## src/rtl/gnce_pkg.sv

```systemverilog
package gnce_pkg;

  localparam int IDX_W           = 20;
  localparam int CFG_W           = 11;
  localparam int CFG_IDX_W       = 2;
  localparam int NBR_N           = 8;
  localparam int QUEUE_DEPTH     = 4;
  localparam int CFG_RESET       = 1024;
  localparam int DEF_MAX_COLUMNS = 1024;
  localparam int DEF_MAX_ROWS    = 1024;

  // Neighbor slots, dx outer and dy inner, centre left out:
  // bit 0 (-1,-1), 1 (-1,0), 2 (-1,1), 3 (0,-1), 4 (0,1), 5 (1,-1), 6 (1,0), 7 (1,1)
  localparam logic [NBR_N-1:0] NBR_DX_NEG = 8'b0000_0111;
  localparam logic [NBR_N-1:0] NBR_DX_POS = 8'b1110_0000;
  localparam logic [NBR_N-1:0] NBR_DY_NEG = 8'b0010_1001;
  localparam logic [NBR_N-1:0] NBR_DY_POS = 8'b1001_0100;
  // Slots whose offset dx + dy*columns is positive for any row length of two or more
  localparam logic [NBR_N-1:0] NBR_LARGER = 8'b1101_0100;

  typedef enum logic {
    CMD_ALL    = 1'b0,
    CMD_LARGER = 1'b1
  } cmd_t;

  typedef enum logic [CFG_IDX_W-1:0] {
    REG_COLUMNS = 2'd0,
    REG_ROWS    = 2'd1
  } cfg_reg_t;

  typedef struct packed {
    logic [IDX_W-1:0] linear_idx;
    logic             command;
  } in_item_t;

  typedef struct packed {
    logic [IDX_W-1:0] neighbour_index;
    logic             found;
    logic             last;
  } out_item_t;

  typedef struct packed {
    logic [IDX_W-1:0] centre;
    logic [NBR_N-1:0] nbr_mask;
  } nbr_entry_t;

endpackage

```

## src/rtl/gnce_front.sv

```systemverilog
module gnce_front #(
  parameter int COL_W = 11,
  parameter int ROW_W = 11
) (
  input  logic                    clk,
  input  logic                    rst_n,
  input  logic                    start,
  input  gnce_pkg::in_item_t      in_item,
  output logic                    busy,
  input  logic [COL_W-1:0]        cols,
  input  logic [ROW_W-1:0]        rows,
  input  logic                    pop,
  output logic                    push,
  output gnce_pkg::nbr_entry_t    push_entry
);

  localparam int IDX_W = gnce_pkg::IDX_W;
  localparam int CRD_W = $clog2(gnce_pkg::QUEUE_DEPTH + 1);

  typedef struct packed {
    logic             command;
    logic [IDX_W-1:0] centre;
    logic [COL_W-1:0] rem;
    logic [IDX_W-1:0] quo;
  } div_stage_t;

  div_stage_t          stg_r   [IDX_W];
  div_stage_t          stg_src [IDX_W];
  div_stage_t          stg_nxt [IDX_W];
  logic [COL_W:0]      trial   [IDX_W];
  logic [IDX_W-1:0]    vld_r;
  logic [CRD_W-1:0]    credit_r;
  logic [CRD_W-1:0]    credit_nxt;
  logic                accept;
  div_stage_t          tail;
  logic                in_grid;
  logic                x_lo;
  logic                x_hi;
  logic                y_lo;
  logic                y_hi;
  logic [gnce_pkg::NBR_N-1:0] mask;

  assign accept = start && !busy;
  assign busy   = (credit_r == CRD_W'(gnce_pkg::QUEUE_DEPTH));

  // Restoring divider, one quotient bit per stage
  always_comb begin
    stg_src[0].command = in_item.command;
    stg_src[0].centre  = in_item.linear_idx;
    stg_src[0].rem     = '0;
    stg_src[0].quo     = '0;
    for (int s = 1; s < IDX_W; s++) begin
      stg_src[s] = stg_r[s-1];
    end
    for (int s = 0; s < IDX_W; s++) begin
      trial[s]       = {stg_src[s].rem, stg_src[s].centre[IDX_W-1-s]};
      stg_nxt[s]     = stg_src[s];
      stg_nxt[s].quo = {stg_src[s].quo[IDX_W-2:0], 1'b0};
      if (trial[s] >= {1'b0, cols}) begin
        stg_nxt[s].rem    = COL_W'(trial[s] - {1'b0, cols});
        stg_nxt[s].quo[0] = 1'b1;
      end else begin
        stg_nxt[s].rem = trial[s][COL_W-1:0];
      end
    end
  end

  always_ff @(posedge clk) begin
    for (int s = 0; s < IDX_W; s++) begin
      stg_r[s] <= stg_nxt[s];
    end
  end

  always_ff @(posedge clk) begin
    if (!rst_n) begin
      vld_r    <= '0;
      credit_r <= '0;
    end else begin
      vld_r    <= {vld_r[IDX_W-2:0], accept};
      credit_r <= credit_nxt;
    end
  end

  always_comb begin
    credit_nxt = credit_r;
    if (accept && !pop) begin
      credit_nxt = credit_r + CRD_W'(1);
    end else if (!accept && pop) begin
      credit_nxt = credit_r - CRD_W'(1);
    end
  end

  // Classify: x is the remainder, y the quotient
  assign tail    = stg_r[IDX_W-1];
  assign in_grid = (cols != '0) && (rows != '0) && (tail.quo < IDX_W'(rows));
  assign x_lo    = (tail.rem == '0);
  assign x_hi    = (tail.rem == cols - COL_W'(1));
  assign y_lo    = (tail.quo == '0);
  assign y_hi    = (tail.quo == IDX_W'(rows) - IDX_W'(1));

  always_comb begin
    mask = ~(({gnce_pkg::NBR_N{x_lo}} & gnce_pkg::NBR_DX_NEG) |
             ({gnce_pkg::NBR_N{x_hi}} & gnce_pkg::NBR_DX_POS) |
             ({gnce_pkg::NBR_N{y_lo}} & gnce_pkg::NBR_DY_NEG) |
             ({gnce_pkg::NBR_N{y_hi}} & gnce_pkg::NBR_DY_POS));
    if (tail.command == gnce_pkg::CMD_LARGER) begin
      mask = mask & gnce_pkg::NBR_LARGER;
    end
    if (!in_grid) begin
      mask = '0;
    end
  end

  assign push                = vld_r[IDX_W-1];
  assign push_entry.centre   = tail.centre;
  assign push_entry.nbr_mask = mask;

endmodule

```

## src/rtl/gnce_queue.sv

```systemverilog
module gnce_queue (
  input  logic                  clk,
  input  logic                  rst_n,
  input  logic                  push,
  input  gnce_pkg::nbr_entry_t  push_entry,
  input  logic                  pop,
  output logic                  empty,
  output gnce_pkg::nbr_entry_t  head
);

  localparam int DEPTH = gnce_pkg::QUEUE_DEPTH;
  localparam int PTR_W = $clog2(DEPTH);
  localparam int CNT_W = $clog2(DEPTH + 1);

  gnce_pkg::nbr_entry_t mem_r [DEPTH];
  logic [PTR_W-1:0]     wr_ptr_r;
  logic [PTR_W-1:0]     rd_ptr_r;
  logic [CNT_W-1:0]     count_r;

  assign empty = (count_r == '0);
  assign head  = mem_r[rd_ptr_r];

  always_ff @(posedge clk) begin
    if (push) begin
      mem_r[wr_ptr_r] <= push_entry;
    end
  end

  always_ff @(posedge clk) begin
    if (!rst_n) begin
      wr_ptr_r <= '0;
      rd_ptr_r <= '0;
      count_r  <= '0;
    end else begin
      if (push) begin
        wr_ptr_r <= (wr_ptr_r == PTR_W'(DEPTH - 1)) ? '0 : wr_ptr_r + PTR_W'(1);
      end
      if (pop) begin
        rd_ptr_r <= (rd_ptr_r == PTR_W'(DEPTH - 1)) ? '0 : rd_ptr_r + PTR_W'(1);
      end
      if (push && !pop) begin
        count_r <= count_r + CNT_W'(1);
      end else if (!push && pop) begin
        count_r <= count_r - CNT_W'(1);
      end
    end
  end

endmodule

```

## src/rtl/gnce_emitter.sv

```systemverilog
module gnce_emitter #(
  parameter int COL_W = 11
) (
  input  logic                  clk,
  input  logic                  rst_n,
  input  logic                  q_empty,
  input  gnce_pkg::nbr_entry_t  q_head,
  input  logic [COL_W-1:0]      cols,
  output logic                  pop,
  output logic                  out_valid,
  output gnce_pkg::out_item_t   out_item
);

  localparam int IDX_W = gnce_pkg::IDX_W;
  localparam int NBR_N = gnce_pkg::NBR_N;

  logic                 active_r;
  logic [NBR_N-1:0]     mask_r;
  logic [IDX_W-1:0]     centre_r;
  logic                 out_valid_r;
  gnce_pkg::out_item_t  out_item_r;
  gnce_pkg::out_item_t  out_item_nxt;
  logic [NBR_N-1:0]     sel;
  logic [NBR_N-1:0]     rest;
  logic                 last_now;
  logic [IDX_W-1:0]     cols_x;
  logic [IDX_W-1:0]     row_base;
  logic [IDX_W-1:0]     nbr_idx;

  // Take the lowest pending slot, drop it from the mask
  assign sel      = mask_r & (~mask_r + NBR_N'(1));
  assign rest     = mask_r & (mask_r - NBR_N'(1));
  assign last_now = active_r && (rest == '0);
  assign pop      = !q_empty && (!active_r || last_now);
  assign cols_x   = IDX_W'(cols);

  always_comb begin
    row_base = centre_r;
    if (|(sel & gnce_pkg::NBR_DY_NEG)) begin
      row_base = centre_r - cols_x;
    end else if (|(sel & gnce_pkg::NBR_DY_POS)) begin
      row_base = centre_r + cols_x;
    end
    nbr_idx = row_base;
    if (|(sel & gnce_pkg::NBR_DX_NEG)) begin
      nbr_idx = row_base - IDX_W'(1);
    end else if (|(sel & gnce_pkg::NBR_DX_POS)) begin
      nbr_idx = row_base + IDX_W'(1);
    end
    out_item_nxt.found           = |mask_r;
    out_item_nxt.neighbour_index = (|mask_r) ? nbr_idx : '0;
    out_item_nxt.last            = (rest == '0);
  end

  always_ff @(posedge clk) begin
    if (!rst_n) begin
      active_r    <= 1'b0;
      out_valid_r <= 1'b0;
    end else begin
      out_valid_r <= active_r;
      if (pop) begin
        active_r <= 1'b1;
        mask_r   <= q_head.nbr_mask;
        centre_r <= q_head.centre;
      end else if (last_now) begin
        active_r <= 1'b0;
      end else if (active_r) begin
        mask_r <= rest;
      end
    end
  end

  always_ff @(posedge clk) begin
    out_item_r <= out_item_nxt;
  end

  assign out_valid = out_valid_r;
  assign out_item  = out_item_r;

endmodule

```

## src/rtl/grid_neighbour_cell_enumeration.sv

```systemverilog
// Moore-neighbor enumerator for a row-major grid. Drive start with a cell index and
// a command while busy is low; the block splits the index into x and y and returns,
// one per cycle on out_valid, the linear indices of the in-grid neighbors in the
// order dx -1..1 outer, dy -1..1 inner (command 1 keeps only larger indices).
// The last result of an item carries last = 1. An index outside the grid, a zero
// size, or no qualifying neighbor gives one result with found = 0. Results cannot
// be held off: sample them on every cycle that out_valid is high. An item gives
// max(1, n) results where n is its neighbor count (up to 8). x and y come from a
// bit-per-stage restoring divider. Four items may be in flight at once; busy rises
// when all four slots are taken, and a slot frees again when the back end takes its
// item from the queue. A steady stream of items with six or more results each keeps
// the output busy every cycle with no gap between items; fewer results per item
// leave gaps.
// Write the size registers only while the block is idle.
module grid_neighbour_cell_enumeration #(
  parameter int MAX_COLUMNS = gnce_pkg::DEF_MAX_COLUMNS,
  parameter int MAX_ROWS    = gnce_pkg::DEF_MAX_ROWS
) (
  input  logic                              clk,
  input  logic                              rst_n,
  input  logic                              start,
  output logic                              busy,
  input  gnce_pkg::in_item_t                in_item,
  output logic                              out_valid,
  output gnce_pkg::out_item_t               out_item,
  input  logic                              cfg_valid,
  output logic                              cfg_ready,
  input  logic [gnce_pkg::CFG_IDX_W-1:0]    cfg_index,
  input  logic [gnce_pkg::CFG_W-1:0]        cfg_data
);

  localparam int COL_W = $clog2(MAX_COLUMNS + 1);
  localparam int ROW_W = $clog2(MAX_ROWS + 1);

  // Sizes are stored already clamped to the configured maximum
  localparam logic [COL_W-1:0] COLS_RESET =
    COL_W'((gnce_pkg::CFG_RESET > MAX_COLUMNS) ? MAX_COLUMNS : gnce_pkg::CFG_RESET);
  localparam logic [ROW_W-1:0] ROWS_RESET =
    ROW_W'((gnce_pkg::CFG_RESET > MAX_ROWS) ? MAX_ROWS : gnce_pkg::CFG_RESET);

  logic [COL_W-1:0]      cols_r;
  logic [ROW_W-1:0]      rows_r;
  logic [COL_W-1:0]      cols_clamped;
  logic [ROW_W-1:0]      rows_clamped;
  logic                  cfg_write;
  logic                  q_push;
  logic                  q_pop;
  logic                  q_empty;
  gnce_pkg::nbr_entry_t  q_push_entry;
  gnce_pkg::nbr_entry_t  q_head;

  // Register writes are always accepted: cfg_ready is tied high
  assign cfg_ready = 1'b1;
  assign cfg_write = cfg_valid && cfg_ready;

  assign cols_clamped = (32'(cfg_data) > 32'(MAX_COLUMNS)) ? COL_W'(MAX_COLUMNS)
                                                           : COL_W'(cfg_data);
  assign rows_clamped = (32'(cfg_data) > 32'(MAX_ROWS)) ? ROW_W'(MAX_ROWS)
                                                        : ROW_W'(cfg_data);

  always_ff @(posedge clk) begin
    if (!rst_n) begin
      cols_r <= COLS_RESET;
      rows_r <= ROWS_RESET;
    end else if (cfg_write) begin
      unique case (gnce_pkg::cfg_reg_t'(cfg_index))
        gnce_pkg::REG_COLUMNS: begin
          cols_r <= cols_clamped;
        end
        gnce_pkg::REG_ROWS: begin
          rows_r <= rows_clamped;
        end
        default: begin
          // unmapped index: drop the write
        end
      endcase
    end
  end

  // Front: accept, divide index by row length, classify neighbor slots
  gnce_front #(
    .COL_W (COL_W),
    .ROW_W (ROW_W)
  ) u_front (
    .clk        (clk),
    .rst_n      (rst_n),
    .start      (start),
    .in_item    (in_item),
    .busy       (busy),
    .cols       (cols_r),
    .rows       (rows_r),
    .pop        (q_pop),
    .push       (q_push),
    .push_entry (q_push_entry)
  );

  // Hold classified items until the back end is free
  gnce_queue u_queue (
    .clk        (clk),
    .rst_n      (rst_n),
    .push       (q_push),
    .push_entry (q_push_entry),
    .pop        (q_pop),
    .empty      (q_empty),
    .head       (q_head)
  );

  // Back: walk the neighbor mask, one result per cycle
  gnce_emitter #(
    .COL_W (COL_W)
  ) u_emitter (
    .clk       (clk),
    .rst_n     (rst_n),
    .q_empty   (q_empty),
    .q_head    (q_head),
    .cols      (cols_r),
    .pop       (q_pop),
    .out_valid (out_valid),
    .out_item  (out_item)
  );

endmodule

```

## config.mk

```make
export PLATFORM = sky130hd
export DESIGN_NAME = grid_neighbour_cell_enumeration
export DESIGN_NICKNAME = d
export VERILOG_FILES = /design/src/rtl/gnce_pkg.sv /design/src/rtl/gnce_front.sv /design/src/rtl/gnce_queue.sv /design/src/rtl/gnce_emitter.sv /design/src/rtl/grid_neighbour_cell_enumeration.sv
export SDC_FILE = /design/constraint.sdc
export NUM_CORES = 1
export LEC_CHECK = 0
export BUFFER_PORTS_ARGS = -buffer_cell sky130_fd_sc_hd__buf_2
export CAP_MARGIN = 40
export CORE_MARGIN = 4
export CORE_UTILIZATION = 55
export CTS_CLUSTER_SIZE = 24
export DETAILED_ROUTE_END_ITERATION = 10
export PLACE_DENSITY_LB_ADDON = 0.3
export SETUP_SLACK_MARGIN = 0.3
export SLEW_MARGIN = 20
export SYNTH_ARGS = -nofsm -noshare
export SYNTH_HDL_FRONTEND = slang
export SYNTH_SLANG_ARGS = --single-unit
export TNS_END_PERCENT = 100
```

## constraint.sdc

```tcl
create_clock -name clk -period 4.8 [get_ports clk]
set_input_delay 0.96 -clock clk [delete_from_list [all_inputs] [get_ports clk]]
set_output_delay 0.96 -clock clk [all_outputs]
set_load 0.01 [all_outputs]
```

==> impl_metrics.json <==
{
  "io_buffers": 61,
  "wl_um": 73370,
  "post_cts_resized": 0,
  "path_class": "flip-flop to flip-flop",
  "htreeDepth": 3,
  "synth_seq_cells": 1068,
  "reg2reg_slack_ps": 740,
  "slew_violations": 0,
  "final.setup.tns_ps": 0,
  "min_path_cells": 0,
  "period_needed_ps": 4065,
  "holdPathEnd": "u_front.stg_r[4][107]",
  "r2r-end": "u_emitter.out_item[20]",
  "antenna_found_initial": 1,
  "yosysWarnings": 0,
  "setup_viol": 0,
  "die_x_um": 271.6,
  "cp.required_ps": 5400,
  "finalCritPeriodShare": 0.8468,
  "hold_viol_final": 0,
  "fp.dieH_um": 271.6,
  "root_buffer": "clkbuf_16",
  "path_cells": "inv_1, fa_1, a21o_1, a221o_1, a21o_1, o41a_1, o21a_1, or4_4, nor4_4, a31oi_1, or3_1, a21oi_1",
  "outcome": "finished clean",
  "async_reset_ff_frac": 0,
  "ys.flop_type": "dfxtp_1",
  "placed_cell_area_um2": 39790,
  "rsz0062_at_grt": "no",
  "endpoint_kind": "flip-flop",
  "drive_gt1_frac": 0.09223,
  "avgSynthCellArea_um2": 11.21,
  "grt_pass1_vias": 23530,
  "vias": 24080,
  "ant_nets": 0,
  "syn_inst": 3408,
  "synth_edf_count": 140,
  "drt_pre_antenna_iters": 5,
  "worstSetupStartpointType": "flip-flop",
  "via_per_inst": 5.265,
  "nets": 3876,
  "leakage_nw": 18.11,
  "n_antenna_cell": 0,
  "hold_path.class": "flip-flop to flip-flop",
  "powerDensity_nw_per_um2": 683.4,
  "pre_cts_slack_ps": 713.7,
  "seq_area_frac_synth": 0.5961,
  "start_util": 0.5563,
  "grt_pass1_wl_um": 118600,
  "drtIter0Drc": 1336,
  "syn_area_um2": 38220,
  "clock-sinks": 1068,
  "dieArea_um2": 73770,
  "fin_skew_ps": 37.36,
  "io_pins": 63,
  "slowest_stage": "dfxtp_4",
  "cts_tree": "built",
  "drv_cap": 0,
  "finalWeightedCongestion": 0.8889,
  "core_um2": 68710,
  "grt_overflow": 0,
  "num_rows": 96,
  "syn2layout_area_growth_pct": 13.64,
  "final_area_um2": 43430,
  "arrival_ps": 4660,
  "yosysUniqueCellTypes": 87,
  "hpwl_um": 49760,
  "p_total_mw": 29.68,
  "drc": 0,
  "crit_top_cell": "a21o_1",
  "clk_pin_slew_ps": 60,
  "worstRegToRegCells": 12,
  "tightest_slew_ps": 834.2,
  "worstHoldStart": "u_front.stg_r[4][54]",
  "worst_path_largest_cell_delay_ps": 530,
  "r2r-start": "cols_r[1]",
  "post_cts_buffers": 0,
  "holdBufCountCts": 0,
  "fmax_ghz": 0.2460,
  "insertion_delay_ps": 670,
  "final_cells": 4574,
  "grtUsageTotal": 0.1974,
  "numCtsBuffers": 102,
  "placed_cells": 4385,
  "slew_headroom": 0.4439,
  "post_drt_wl_per_cell_um": 16.04,
  "ir_worst_vdd_v": 0.0004049,
  "grt_max_degree": 57,
  "synth_nets": 3724,
  "clk_path_buf_depth": 3,
  "setup_ws_ps": 735.4,
  "path_max_fanout": 13
}
## report_power, final
| part | switching, mW | internal [mW] |
|---|---|---|
| clock network | 3.41 | 4.85 |
| registers | 1.07 | 11.1 |
| logic | 5.33 | 3.88 |
| total | 9.81 | 19.9 |
## cells by family (layout without fill, tap and decap cells)
family	count (synthesis)	in the layout	synth area share
flops	1068	1068	0.5961
simple gates	890	890	0.1125
compound gates	720	720	0.1205
buf+inv	300	535	0.02999
fa+ha+maj	279	279	0.09579
xor+xnor	112	112	0.02586
mux	38	38	0.01918
other cells	1	1	0.00009812
## cells in the mapped netlist, drive strengths merged, types with 11 or more instances
library cell | n | area (µm²)
dfxtp | 928 | 18580
nand2 | 325 | 1220
o21ai | 266 | 1331
ha | 255 | 3191
inv | 240 | 900.9
nor2 | 180 | 675.7
edfxtp | 140 | 4204
o31ai | 121 | 913.4
a21oi | 104 | 531.8
a21boi | 88 | 660.6
nor3 | 69 | 350.3
xor2 | 63 | 559.3
nor2b | 61 | 381.6
clkbuf | 49 | 183.9
xnor2 | 49 | 429.2
nand4 | 47 | 294.0
and3 | 43 | 274.0
nand3 | 41 | 205.2
and2 | 37 | 231.5
mux4 | 28 | 630.6
nand2b | 27 | 168.9
a21o | 25 | 187.7
o21a | 25 | 187.7
fa | 23 | 460.4
o31a | 20 | 175.2
nor4bb | 17 | 170.2
nor4 | 16 | 115.1
buf | 11 | 61.31
## flip-flops by register name, summed over array words and instances, names as in the netlist, 8 cells and up, named ones only
name                count
u_front.vld_r          20
u_front.stg_r         850
u_emitter.out_item     22
rows_r                 11
cols_r                 11
u_queue.mem_r         112
u_emitter.centre_r     20
u_emitter.mask_r        8
## area by class of cell
| type | count | area (µm²) |
|---|---|---|
| fillers | 5340 | 25270 |
| multi-input cells | 2040 | 14300 |
| clock inverters | 46 | 630.6 |
| well taps | 931 | 1165 |
| clock buffers | 141 | 2983 |
| flip-flops and latches | 1068 | 22790 |
| inverters | 240 | 900.9 |
| repair buffers | 108 | 669.4 |
## worst max-delay path, delay by kind of cell (launching register included)
kind                     cells  cell delay, ps
adder cells (fa/ha/maj)      1             470
AO/OA/AOI/OAI                7            1690
flip-flops                   1             530
AND/OR/NAND/NOR              3            1170
buffers and inverters        1             160
## worst max path at each step
stage | depth (start not counted) | slack (ps) | start | endpoint
after floorplan | 12 | 560 | cols_r[1] | u_emitter.out_item[20]
after global placement | 12 | 790 | cols_r[1] | u_emitter.out_item[20]
after detailed placement | 13 | 710 | cols_r[1] | u_emitter.out_item[19]
after CTS | 13 | 710 | cols_r[1] | u_emitter.out_item[19]
after global routing | 13 | 380 | cols_r[1] | u_emitter.out_item[19]
final | 12 | 740 | cols_r[1] | u_emitter.out_item[20]
## per-stage QoR
step | hold slack [ps] | util
CTS | 296.0 | 0.6318
floorplan | 309.6 | -
finish | 305.5 | 0.6322
global route | 300.1 | 0.6322
global placement | 309.6 | 0.5787
detailed placement | 312.1 | 0.5792
## cell usage in the layout, fill, tap and decap left out, types with 28 or more instances in the layout
cell type  count
a21boi_0      88
a21oi_1      101
o21ai_0      264
nand4_1       47
ha_1         255
xor2_1        62
nor3_1        68
mux4_2        28
edfxtp_1     140
buf_2         62
and2_1        33
nand3_1       41
inv_1        239
clkbuf_16    105
dfxtp_1      925
xnor2_1       49
o31ai_1      120
and3_1        42
nor2b_1       61
nor2_1       180
nand2_1      325
buf_4         43
## per-layer routing
metal / routed length, µm / track usage / vias up
met1: 32000 / 0.2477 / 11200
li1: - / - / 12250
met2: 35380 / 0.3430 / 501
met5: 7 / 0 / -
met4: 2247 / 0.07308 / 2
met3: 3737 / 0.03447 / 136
No activity file was read; power rests on OpenSTA's default activity.
